<file path="src/rtl/core/b64d_pkg.sv">
// ----------------------------------------------------------------------------
// b64d_pkg
// shared types and constants of the base64 stream decoder
// ----------------------------------------------------------------------------
package b64d_pkg;

   // depth of the queue between classifier and decode engine
   localparam int unsigned Q_DEPTH = 2;

   // ascii codes that carry meaning
   localparam logic [7:0] CH_PAD   = 8'h3D;  // '='
   localparam logic [7:0] CH_PLUS  = 8'h2B;  // '+'
   localparam logic [7:0] CH_SLASH = 8'h2F;  // '/'
   localparam logic [7:0] CH_UP_A  = 8'h41;
   localparam logic [7:0] CH_UP_Z  = 8'h5A;
   localparam logic [7:0] CH_LO_A  = 8'h61;
   localparam logic [7:0] CH_LO_Z  = 8'h7A;
   localparam logic [7:0] CH_DIG_0 = 8'h30;
   localparam logic [7:0] CH_DIG_9 = 8'h39;

   // sextet bases of the alphabet ranges
   localparam logic [5:0] SX_LOWER = 6'd26;
   localparam logic [5:0] SX_DIGIT = 6'd52;
   localparam logic [5:0] SX_PLUS  = 6'd62;
   localparam logic [5:0] SX_SLASH = 6'd63;

   typedef enum logic [1:0] {
      KIND_DATA,
      KIND_PAD,
      KIND_BAD
   } char_kind_type;

   // classified character as it travels through the queue
   typedef struct packed {
      char_kind_type kind;
      logic [5:0]    sextet;
      logic          last;
   } char_item_type;

endpackage

</file>
<file path="src/rtl/core/b64d_front.sv">
// ----------------------------------------------------------------------------
// b64d_front
// request side: classifies each character and pushes it into the queue
// ----------------------------------------------------------------------------
module b64d_front
   import b64d_pkg::*;
(
   input  logic          req_tvalid,
   output logic          req_tready,
   input  logic [7:0]    req_tdata,
   input  logic          req_tlast,
   input  logic          q_full,
   output logic          push,
   output char_item_type item
);

   always_comb begin
      item.kind   = KIND_BAD;
      item.sextet = '0;
      item.last   = req_tlast;
      if (req_tdata >= CH_UP_A && req_tdata <= CH_UP_Z) begin
         item.kind   = KIND_DATA;
         item.sextet = 6'(req_tdata - CH_UP_A);
      end else if (req_tdata >= CH_LO_A && req_tdata <= CH_LO_Z) begin
         item.kind   = KIND_DATA;
         item.sextet = 6'(req_tdata - CH_LO_A) + SX_LOWER;
      end else if (req_tdata >= CH_DIG_0 && req_tdata <= CH_DIG_9) begin
         item.kind   = KIND_DATA;
         item.sextet = 6'(req_tdata - CH_DIG_0) + SX_DIGIT;
      end else if (req_tdata == CH_PLUS) begin
         item.kind   = KIND_DATA;
         item.sextet = SX_PLUS;
      end else if (req_tdata == CH_SLASH) begin
         item.kind   = KIND_DATA;
         item.sextet = SX_SLASH;
      end else if (req_tdata == CH_PAD) begin
         item.kind   = KIND_PAD;
      end
   end

   assign req_tready = !q_full;
   assign push       = req_tvalid && !q_full;

endmodule

</file>
<file path="src/rtl/core/b64d_queue.sv">
// ----------------------------------------------------------------------------
// b64d_queue
// small flop queue between classifier and decode engine
// ----------------------------------------------------------------------------
module b64d_queue
   import b64d_pkg::*;
(
   input  logic          clock,
   input  logic          reset,
   input  logic          push,
   input  char_item_type push_item,
   output logic          full,
   input  logic          pop,
   output logic          q_valid,
   output char_item_type head_item
);

   localparam int unsigned PW = (Q_DEPTH > 1) ? $clog2(Q_DEPTH) : 1;
   localparam int unsigned CW = $clog2(Q_DEPTH + 1);
   localparam logic [PW-1:0] LAST_PTR = PW'(Q_DEPTH - 1);
   localparam logic [CW-1:0] FULL_CNT = CW'(Q_DEPTH);

   char_item_type mem_ff [Q_DEPTH];
   logic [PW-1:0] wr_ptr_ff, wr_ptr_in;
   logic [PW-1:0] rd_ptr_ff, rd_ptr_in;
   logic [CW-1:0] count_ff, count_in;
   logic          do_pop;

   assign full      = (count_ff == FULL_CNT);
   assign q_valid   = (count_ff != '0);
   assign head_item = mem_ff[rd_ptr_ff];
   assign do_pop    = pop && q_valid;

   always_comb begin
      wr_ptr_in = wr_ptr_ff;
      rd_ptr_in = rd_ptr_ff;
      count_in  = count_ff;
      if (push) begin
         wr_ptr_in = (wr_ptr_ff == LAST_PTR) ? '0 : wr_ptr_ff + 1'b1;
      end
      if (do_pop) begin
         rd_ptr_in = (rd_ptr_ff == LAST_PTR) ? '0 : rd_ptr_ff + 1'b1;
      end
      if (push && !do_pop) begin
         count_in = count_ff + 1'b1;
      end else if (!push && do_pop) begin
         count_in = count_ff - 1'b1;
      end
   end

   always_ff @(posedge clock) begin
      if (reset) begin
         wr_ptr_ff <= '0;
         rd_ptr_ff <= '0;
         count_ff  <= '0;
      end else begin
         wr_ptr_ff <= wr_ptr_in;
         rd_ptr_ff <= rd_ptr_in;
         count_ff  <= count_in;
      end
   end

   always_ff @(posedge clock) begin
      if (push) begin
         mem_ff[wr_ptr_ff] <= push_item;
      end
   end

endmodule

</file>
<file path="src/rtl/core/b64d_back.sv">
// ----------------------------------------------------------------------------
// b64d_back
// decode engine: bit accumulator, pad and error tracking, byte count and
// the response register
// ----------------------------------------------------------------------------
module b64d_back
   import b64d_pkg::*;
#(
   parameter int unsigned MAX_OUT_BYTES = 255
)
(
   input  logic          clock,
   input  logic          reset,
   input  logic          q_valid,
   input  char_item_type head_item,
   output logic          pop,
   output logic          rsp_tvalid,
   input  logic          rsp_tready,
   output logic [15:0]   rsp_tdata,
   output logic [1:0]    rsp_tuser,
   output logic          rsp_tlast
);

   localparam logic [7:0] CAP = (MAX_OUT_BYTES > 255) ? 8'd255 : 8'(MAX_OUT_BYTES);

   // only the low six bits of the accumulator survive between characters
   logic [5:0]  acc_ff, acc_in;
   logic [2:0]  pend_ff, pend_in;
   logic        pad_ff, pad_in;
   logic        err_ff, err_in;
   logic [7:0]  count_ff, count_in;

   logic        rsp_tvalid_ff, rsp_tvalid_in;
   logic [7:0]  byte_ff, byte_in;
   logic [7:0]  total_ff, total_in;
   logic        vld_ff, vld_in;
   logic        done_ff, done_in;
   logic        bad_ff, bad_in;

   logic [11:0] acc_wide;
   logic [3:0]  sum;
   logic [7:0]  new_byte;
   logic        has_res;

   assign pop      = q_valid && (!rsp_tvalid_ff || rsp_tready);
   assign acc_wide = {acc_ff, head_item.sextet};
   assign sum      = {1'b0, pend_ff} + 4'd6;

   always_comb begin
      case (sum)
         4'd8:    new_byte = acc_wide[7:0];
         4'd10:   new_byte = acc_wide[9:2];
         4'd12:   new_byte = acc_wide[11:4];
         default: new_byte = '0;
      endcase
   end

   always_comb begin
      acc_in   = acc_ff;
      pend_in  = pend_ff;
      pad_in   = pad_ff;
      err_in   = err_ff;
      count_in = count_ff;
      has_res  = 1'b0;
      vld_in   = 1'b0;
      byte_in  = '0;
      done_in  = 1'b0;
      bad_in   = 1'b0;
      total_in = count_ff;
      if (err_ff) begin
         // skip to end of text, silently
      end else if (pad_ff || head_item.kind == KIND_PAD) begin
         pad_in = 1'b1;
         if (head_item.last) begin
            has_res = 1'b1;
            done_in = 1'b1;
         end
      end else if (head_item.kind == KIND_DATA) begin
         acc_in = acc_wide[5:0];
         if (sum >= 4'd8) begin
            pend_in  = 3'(sum - 4'd8);
            count_in = (count_ff < CAP) ? count_ff + 1'b1 : count_ff;
            has_res  = 1'b1;
            vld_in   = 1'b1;
            byte_in  = new_byte;
            done_in  = head_item.last;
            total_in = count_in;
         end else begin
            pend_in = 3'(sum);
            if (head_item.last) begin
               has_res = 1'b1;
               done_in = 1'b1;
            end
         end
      end else begin
         // invalid character
         has_res = 1'b1;
         done_in = 1'b1;
         bad_in  = 1'b1;
         err_in  = 1'b1;
      end
      if (head_item.last) begin
         acc_in   = '0;
         pend_in  = '0;
         pad_in   = 1'b0;
         err_in   = 1'b0;
         count_in = '0;
      end
   end

   always_comb begin
      if (pop) begin
         rsp_tvalid_in = has_res;
      end else if (rsp_tready) begin
         rsp_tvalid_in = 1'b0;
      end else begin
         rsp_tvalid_in = rsp_tvalid_ff;
      end
   end

   always_ff @(posedge clock) begin
      if (reset) begin
         acc_ff        <= '0;
         pend_ff       <= '0;
         pad_ff        <= 1'b0;
         err_ff        <= 1'b0;
         count_ff      <= '0;
         rsp_tvalid_ff <= 1'b0;
      end else begin
         if (pop) begin
            acc_ff   <= acc_in;
            pend_ff  <= pend_in;
            pad_ff   <= pad_in;
            err_ff   <= err_in;
            count_ff <= count_in;
         end
         rsp_tvalid_ff <= rsp_tvalid_in;
      end
   end

   always_ff @(posedge clock) begin
      if (pop && has_res) begin
         vld_ff   <= vld_in;
         byte_ff  <= byte_in;
         done_ff  <= done_in;
         bad_ff   <= bad_in;
         total_ff <= total_in;
      end
   end

   assign rsp_tvalid = rsp_tvalid_ff;
   assign rsp_tdata  = {total_ff, byte_ff};
   assign rsp_tuser  = {bad_ff, vld_ff};
   assign rsp_tlast  = done_ff;

endmodule

</file>
<file path="src/rtl/core/base64_stream_decoder_core.sv">
// ----------------------------------------------------------------------------
// base64_stream_decoder_core
// streaming base64 decoder, one character per request
// ----------------------------------------------------------------------------
// takes one character per cycle while responses are taken, with a flag on the
// last character of a text; a request waits in the queue and its response in
// the response register. the rate is set by the decode engine, which folds one
// character a cycle into its accumulator while its response register is free
// or taken; a two-entry queue decouples the classifier from the engine so that
// a stalled response side costs no throughput until the queue fills. a response
// carries a decoded byte whenever eight bits have gathered, a done flag on the
// last character of a text, or an error on a character outside the alphabet;
// after an error, characters are dropped up to and including the last one.
// after '=' every character is ignored and the last one gives the done result.
// the byte count saturates at min(MAX_OUT_BYTES, 255).
// ----------------------------------------------------------------------------
module base64_stream_decoder_core
   import b64d_pkg::*;
#(
   parameter int unsigned MAX_OUT_BYTES = 255
)
(
   input  logic        clock,
   input  logic        reset,
   // request channel
   input  logic        req_tvalid,
   output logic        req_tready,
   input  logic [7:0]  req_tdata,   // text_char
   input  logic        req_tlast,   // is_final_char
   // response channel
   output logic        rsp_tvalid,
   input  logic        rsp_tready,
   output logic [15:0] rsp_tdata,   // [7:0] decoded_byte, [15:8] byte_total
   output logic [1:0]  rsp_tuser,   // [0] byte_valid, [1] bad_char
   output logic        rsp_tlast    // done_res
);

   localparam logic [7:0] CAP = (MAX_OUT_BYTES > 255) ? 8'd255 : 8'(MAX_OUT_BYTES);

   // classifier to queue
   logic          push;
   char_item_type push_item;
   logic          q_full;

   // queue to decode engine
   logic          q_valid;
   logic          pop;
   char_item_type head_item;

   // front: map the character to a sextet or a pad / bad mark
   b64d_front u_front (
      .req_tvalid (req_tvalid),
      .req_tready (req_tready),
      .req_tdata  (req_tdata),
      .req_tlast  (req_tlast),
      .q_full     (q_full),
      .push       (push),
      .item       (push_item)
   );

   // queue: lets request and response sides stall apart
   b64d_queue u_queue (
      .clock     (clock),
      .reset     (reset),
      .push      (push),
      .push_item (push_item),
      .full      (q_full),
      .pop       (pop),
      .q_valid   (q_valid),
      .head_item (head_item)
   );

   // back: accumulator, counters and the response register
   b64d_back #(
      .MAX_OUT_BYTES (MAX_OUT_BYTES)
   ) u_back (
      .clock      (clock),
      .reset      (reset),
      .q_valid    (q_valid),
      .head_item  (head_item),
      .pop        (pop),
      .rsp_tvalid (rsp_tvalid),
      .rsp_tready (rsp_tready),
      .rsp_tdata  (rsp_tdata),
      .rsp_tuser  (rsp_tuser),
      .rsp_tlast  (rsp_tlast)
   );

`ifndef NO_ASSERTIONS
   // the count never passes its saturation limit
   a_total_cap : assert property (@(posedge clock) disable iff (reset)
      rsp_tvalid |-> rsp_tdata[15:8] <= CAP)
      else $error("byte_total above saturation limit");

   // an error response ends the text and carries no byte
   a_bad_done : assert property (@(posedge clock) disable iff (reset)
      rsp_tvalid && rsp_tuser[1] |-> rsp_tlast && !rsp_tuser[0])
      else $error("error response without done or with a byte");

   // a decoded byte is always counted
   a_byte_counted : assert property (@(posedge clock) disable iff (reset)
      rsp_tvalid && rsp_tuser[0] |-> rsp_tdata[15:8] != 8'd0)
      else $error("byte emitted with zero count");

   // a response without a byte carries a zero byte field
   a_byte_zero : assert property (@(posedge clock) disable iff (reset)
      rsp_tvalid && !rsp_tuser[0] |-> rsp_tdata[7:0] == 8'd0)
      else $error("stale byte on a response without a byte");
`endif

endmodule

</file>
<file path="config.mk">
export PLATFORM = sky130hd
export DESIGN_NAME = base64_stream_decoder_core
export DESIGN_NICKNAME = d
export VERILOG_FILES = /design/src/rtl/core/b64d_pkg.sv /design/src/rtl/core/b64d_front.sv /design/src/rtl/core/b64d_queue.sv /design/src/rtl/core/b64d_back.sv /design/src/rtl/core/base64_stream_decoder_core.sv
export SDC_FILE = /design/constraint.sdc
export NUM_CORES = 1
export LEC_CHECK = 0
export BUFFER_PORTS_ARGS = -buffer_cell sky130_fd_sc_hd__buf_4
export CAP_MARGIN = 15
export CORE_MARGIN = 8
export CORE_UTILIZATION = 55
export CTS_CLUSTER_DIAMETER = 150
export DETAILED_ROUTE_END_ITERATION = 6
export GPL_ROUTABILITY_DRIVEN = 0
export PLACE_DENSITY_LB_ADDON = 0.3
export SETUP_SLACK_MARGIN = 0.2
export SLEW_MARGIN = 20
export SYNTH_ARGS = -nofsm -noshare
export SYNTH_HDL_FRONTEND = slang
export SYNTH_HIERARCHICAL = 1
export SYNTH_SLANG_ARGS = --single-unit
</file>
<file path="constraint.sdc">
create_clock -name clock -period 3.95 [get_ports clock]
set_clock_uncertainty 0.15 [all_clocks]
set_input_delay 0.1975 -clock clock [delete_from_list [all_inputs] [get_ports clock]]
set_output_delay 0.1975 -clock clock [all_outputs]
set_load 0.02 [all_outputs]
</file>
# [After elaboration in Yosys (flattened, before gate mapping)]
# Memory sizes are Yosys's and may differ from the RTL's. A register that Yosys moved wholly into a read port is not among the register bits.
# Cells that the tools add are included.
# Widths: inputs -> output; s select.
[op_classes] addsub=12 magnitude_cmp=8 n_eq_ne=10 n_mux=49 bitwise_logic=2 n_reduce_logical=25
[ops] cell="$mux 8" n=10
[ops] cell="$mux 6" n=5
[ops] cell="$eq 8x6->1 const B" n=3
[ops] cell="$mux 1" n=24
[ops] cell="$pmux 8 s3" n=1
[ops] cell="$ge 8x7->1 const B" n=2
[ops] cell="$le 8x7->1 const B" n=2
[ops] cell="$mux 3" n=5
[ops] cell="$eq 4x4->1 const B" n=3
[ops] cell="$sub 6x6->6 const B" n=2
[ops] cell="$reduce_bool 2->1" n=5
[ops] cell="$logic_and 1x1->1" n=9
[ops] cell="$add 8x1->8 const B" n=1
[ops] cell="$ge 8x6->1 const B" n=1
[ops] cell="$le 8x6->1 const B" n=1
[ops] cell="$lt 8x8->1 const B" n=1
[ops] cell="$mux 2" n=4
[ops] cell="$add 6x5->6 const B" n=1
[ops] cell="$add 6x6->6 const B" n=1
[ops] cell="$sub 6x1->6 const B" n=1
[ops] cell="$add 3x3->4 const B" n=1
[ops] cell="$ge 4x4->1 const B" n=1
[ops] cell="$logic_not 1->1" n=4
[ops] cell="$ne 2x1->1 const B" n=2
[ops] cell="13 further kinds" n=16
[totals] ff_bits=43 ram_bits=18 inputBits=13 out_inout_bits=21 mem_count=1
[mem_list] name="u_queue.mem_ff" words=2 width=9 rd=1 rd_clocked_by_memory_dff=1 wr=1 line="b64d_queue.sv:23" rtl="char_item_type mem_ff [Q_DEPTH];"

# [Logic depth before layout (Yosys ltp)]
[depth] word_depth=7 mapped_depth=9 depth_no_buf=8

# [Hierarchy]
# Netlist, hierarchy kept.
[modules_own_cells] mod="b64d_back" n_inst=1 cells_each=184 area_each_um2=1930.6
[modules_own_cells] mod="b64d_queue" n_inst=1 cells_each=50 area_each_um2=858.3
[modules_own_cells] mod="b64d_front" n_inst=1 cells_each=80 area_each_um2=620.6

# [Worst setup path after synthesis]
# OpenSTA, ideal clock, no wires.
[synth_path] kind="register to register" startpoint="register with a tool-made name" endpoint="register u_back.bad_ff, enable pin" setup_time_ns=0.421 arrival_time_ns=2.447 slack_ns=0.932 stages_incl_launch_ff=6 n_path_buf=1 period_less_slack_ns=3.018 cell_sequence="dfxtp_1 > buf_2 > mux2_2 > o21bai_1 > a21oi_1 > nor3_1"
[synth_lines] element="to (signal assigned)" line="b64d_back.sv:146" rtl="bad_ff <= bad_in;"
[synth_lines] element="to (decl)" line="b64d_back.sv:38" rtl="logic bad_ff, bad_in;"

==> metrics.txt <==
clock slew at reported path FFs=0.07 ns; worst min-delay path class=input port to flip-flop; Setup Viol. Count Final=0; global-route wire length before repair=11600 um; die width=94.7 um; die footprint=8970 sq um; total number of vias=2540; longest individual stage delay on the worst path=0.69 ns; RSZ-0062 raised after global routing=no; Top FF cell, synth=edfxtp_1; Syn Nets=343; Worst Tran Pin Value=0.750 ns; buffer depth of the longest clock path=2; post-layout min period=2.89 ns; Maximum Capacitance Violations=0; pins over their slew limit=0; Die Span Y=94.7 um; row cnt=28; layout cells sized above 1=0.236; post-synthesis instance area=3410 sq um; vias per cell=6.00; net switching power=854 uW; maximum level of the CTS H-tree=3; share of total power in the clock network=0.204; count of cell types in the netlist=66; Leak Pwr=0.00143 uW; commonest non-fill, non-tap cell in the layout=edfxtp_1; result of the run=completed; Critical Path RT=3.89 ns; clock net sink count=61; Async S/R FF share, synth=0; Comb power frac=0.381; CTS tree=yes; clock root buffer master=clkbuf_8; most used cell, CP=mux2_2; kind of critical path=flip-flop to flip-flop; WL final=6820 um; fin crit share=0.731; number of fill cells=490; maximum fanout encountered on the critical timing path=9; Max VDD drop=450 uV; hold violation count in the final report=0; number of design-rule violations left by the first detailed-router iteration=173; placeable core region=5960 sq um; Fin Setup TNS=0 ns; detailed placement HPWL=4930 um; buffers plus inverters on the worst setup path=0; flip-flop and latch count after synthesis=61; number of buffers created by CTS=9; sequential element share of the synthesized area=0.467; starting utilization of the core area=0.572; buffers added on ports=33; average size of a mapped cell=10.9 sq um; Fmax achieved=0.347 GHz; global route overflow=0; internal power component=1430 uW; PwrDens=594 nW/um^2; post-route ant nets=0; largest delay contributor family on the critical path=simple AND/OR/NAND/NOR gates; Critical Path End Type=flip-flop; diode count=0; switching power share of the total=0.375; EDFF count, synth=37; commonest cells after routing, fill and taps aside=edfxtp_1, buf_4, dfxtp_1; Sequential Power Share=0.415; number of top-level design ports=34; maximum number of pins on one net before global-route repair=22; critical-path cell with the highest stage delay=or4_1; Wirelength per Cell=16.1 um; series of cell instances along the critical path=mux2_2 -> or4_1 -> nor4b_1 -> mux2_2; Total Power Consumption=2280 uW; number of nets in the layout=372; first-pass iteration count of the detailed router=5; Area growth syn-to-layout=12.7%; Critical Path AT=2.83 ns; antenna violations before repair=0; worst relative slew slack=0.498; Yosys warning count=6; global-route usage over all layers=0.161; clock latency reported for the late side of the worst-skew pair=0.33 ns; vias in the first global route=2474; final routed DRC violation total=0; element type at the critical path start=flip-flop; cell count after synthesis=314
==> timing repair <==
| item | in CTS | in global routing |
|---|---|---|
| gates resized for setup | 0 | 0 |
| setup buffers | 0 | 0 |
| endpoints found under the hold margin | 2 | 0 |
| hold buffers | 1 | 0 |
==> sequential cells by signal (all words and copies together), names as in the netlist, named ones only <==
name,cells
u_back/pend_ff,2
u_back/err_ff,1
u_back/total_ff,8
u_back/byte_ff,8
u_back/pad_ff,1
u_queue/rd_ptr_ff,1
u_queue/count_ff,2
u_back/rsp_tvalid,1
u_back/count_ff,8
u_back/vld_ff,1
u_queue/wr_ptr_ff,1
u_queue/mem_ff,18
u_back/acc_ff,6
u_back/bad_ff,1
u_back/rsp_tlast,1
==> cells by family (layout without fill, tap and decap cells) <==
kind of cell | after synthesis | after routing | synth area share
xor gates and xnor gates | 11 | 11 | 0.0283
DFF | 61 | 61 | 0.467
and+or+nand+nor | 102 | 102 | 0.185
muxes | 14 | 14 | 0.0451
AOI/OAI and AO/OA | 77 | 77 | 0.170
buffers and inverters | 33 | 67 | 0.0466
adders and majority gates | 16 | 16 | 0.0587
==> power groups by stage <==
stage	clock network, uW	registers, uW	logic (uW)
floorplan	0	1030	534
global placement	0	954	843
detailed placement	0	960	866
CTS	476	949	870
global route	507	968	947
finish	466	947	868
==> worst reg2reg max path, delay by kind of cell, from the launching register on <==
kind | cells | cell delay, ns
simple gates | 2 | 1.12
flops | 1 | 0.54
mux | 2 | 0.83
==> final timing paths <==
kind                             end             start  slack (ns)  depth (start not counted)
setup / recovery  u_back/total_ff[6]         flip-flop        1.06                          4
hold / removal      u_back/acc_ff[5]             reset        0.05                          2
setup reg to reg  u_back/total_ff[6]         flip-flop        1.06                          4
hold reg to reg     u_back/acc_ff[5]  u_back/acc_ff[5]        0.31                          2
==> synth_stat cells, types with 4 or more instances <==
library cell / n / area share
edfxtp_1: 37 / 0.33
dfxtp_1: 24 / 0.14
nand2_1: 22 / 0.024
a21oi_1: 20 / 0.029
ha_1: 16 / 0.059
inv_1: 16 / 0.018
nor2_1: 16 / 0.018
mux2_2: 11 / 0.036
nand4_1: 10 / 0.018
o21ai_0: 10 / 0.015
a222oi_1: 8 / 0.023
nand3_1: 7 / 0.010
xor2_1: 7 / 0.018
nor2b_1: 5 / 0.0092
a221oi_1: 4 / 0.010
a31oi_1: 4 / 0.0073
buf_1: 4 / 0.0044
buf_2: 4 / 0.0059
buf_4: 4 / 0.0088
nand2b_1: 4 / 0.0073
xnor2_1: 4 / 0.010
==> area by class of cell <==
| cell class | count | area, sq um | area share |
|---|---|---|---|
| inverter | 16 | 60.1 | 0.0156 |
| sequential | 61 | 1590 | 0.414 |
| clock inverter | 5 | 26.3 | 0.00684 |
| timing repair buffer | 35 | 265 | 0.0690 |
| multi-input combinational | 220 | 1660 | 0.433 |
| clock buffer | 11 | 141 | 0.0368 |
| tap | 75 | 93.8 | 0.0244 |
==> metal layers <==
layer	share of wire	wire length, um	global-route usage
met2	0.48	3240	0.260
met4	0.011	72	0.0637
met5	0	0	0
met1	0.44	3000	0.197
met3	0.074	503	0.0500
==> per-stage QoR <==
stage          cell area [sq um]  hold WS, ns  instances  utilization  setup slack (ns)
3_3_place_gp                3660        0.240        406        0.615              1.12
6_report                    3840       0.0527        423        0.645              1.06
5_1_grt                     3840       0.0561        423        0.645             0.879
3_5_place_dp                3660        0.246        406        0.615              1.02
4_1_cts                     3840       0.0393        423        0.645              1.03
2_1_floorplan               3410        0.117        314            -             0.932
Power figures use the tool's default switching activity.
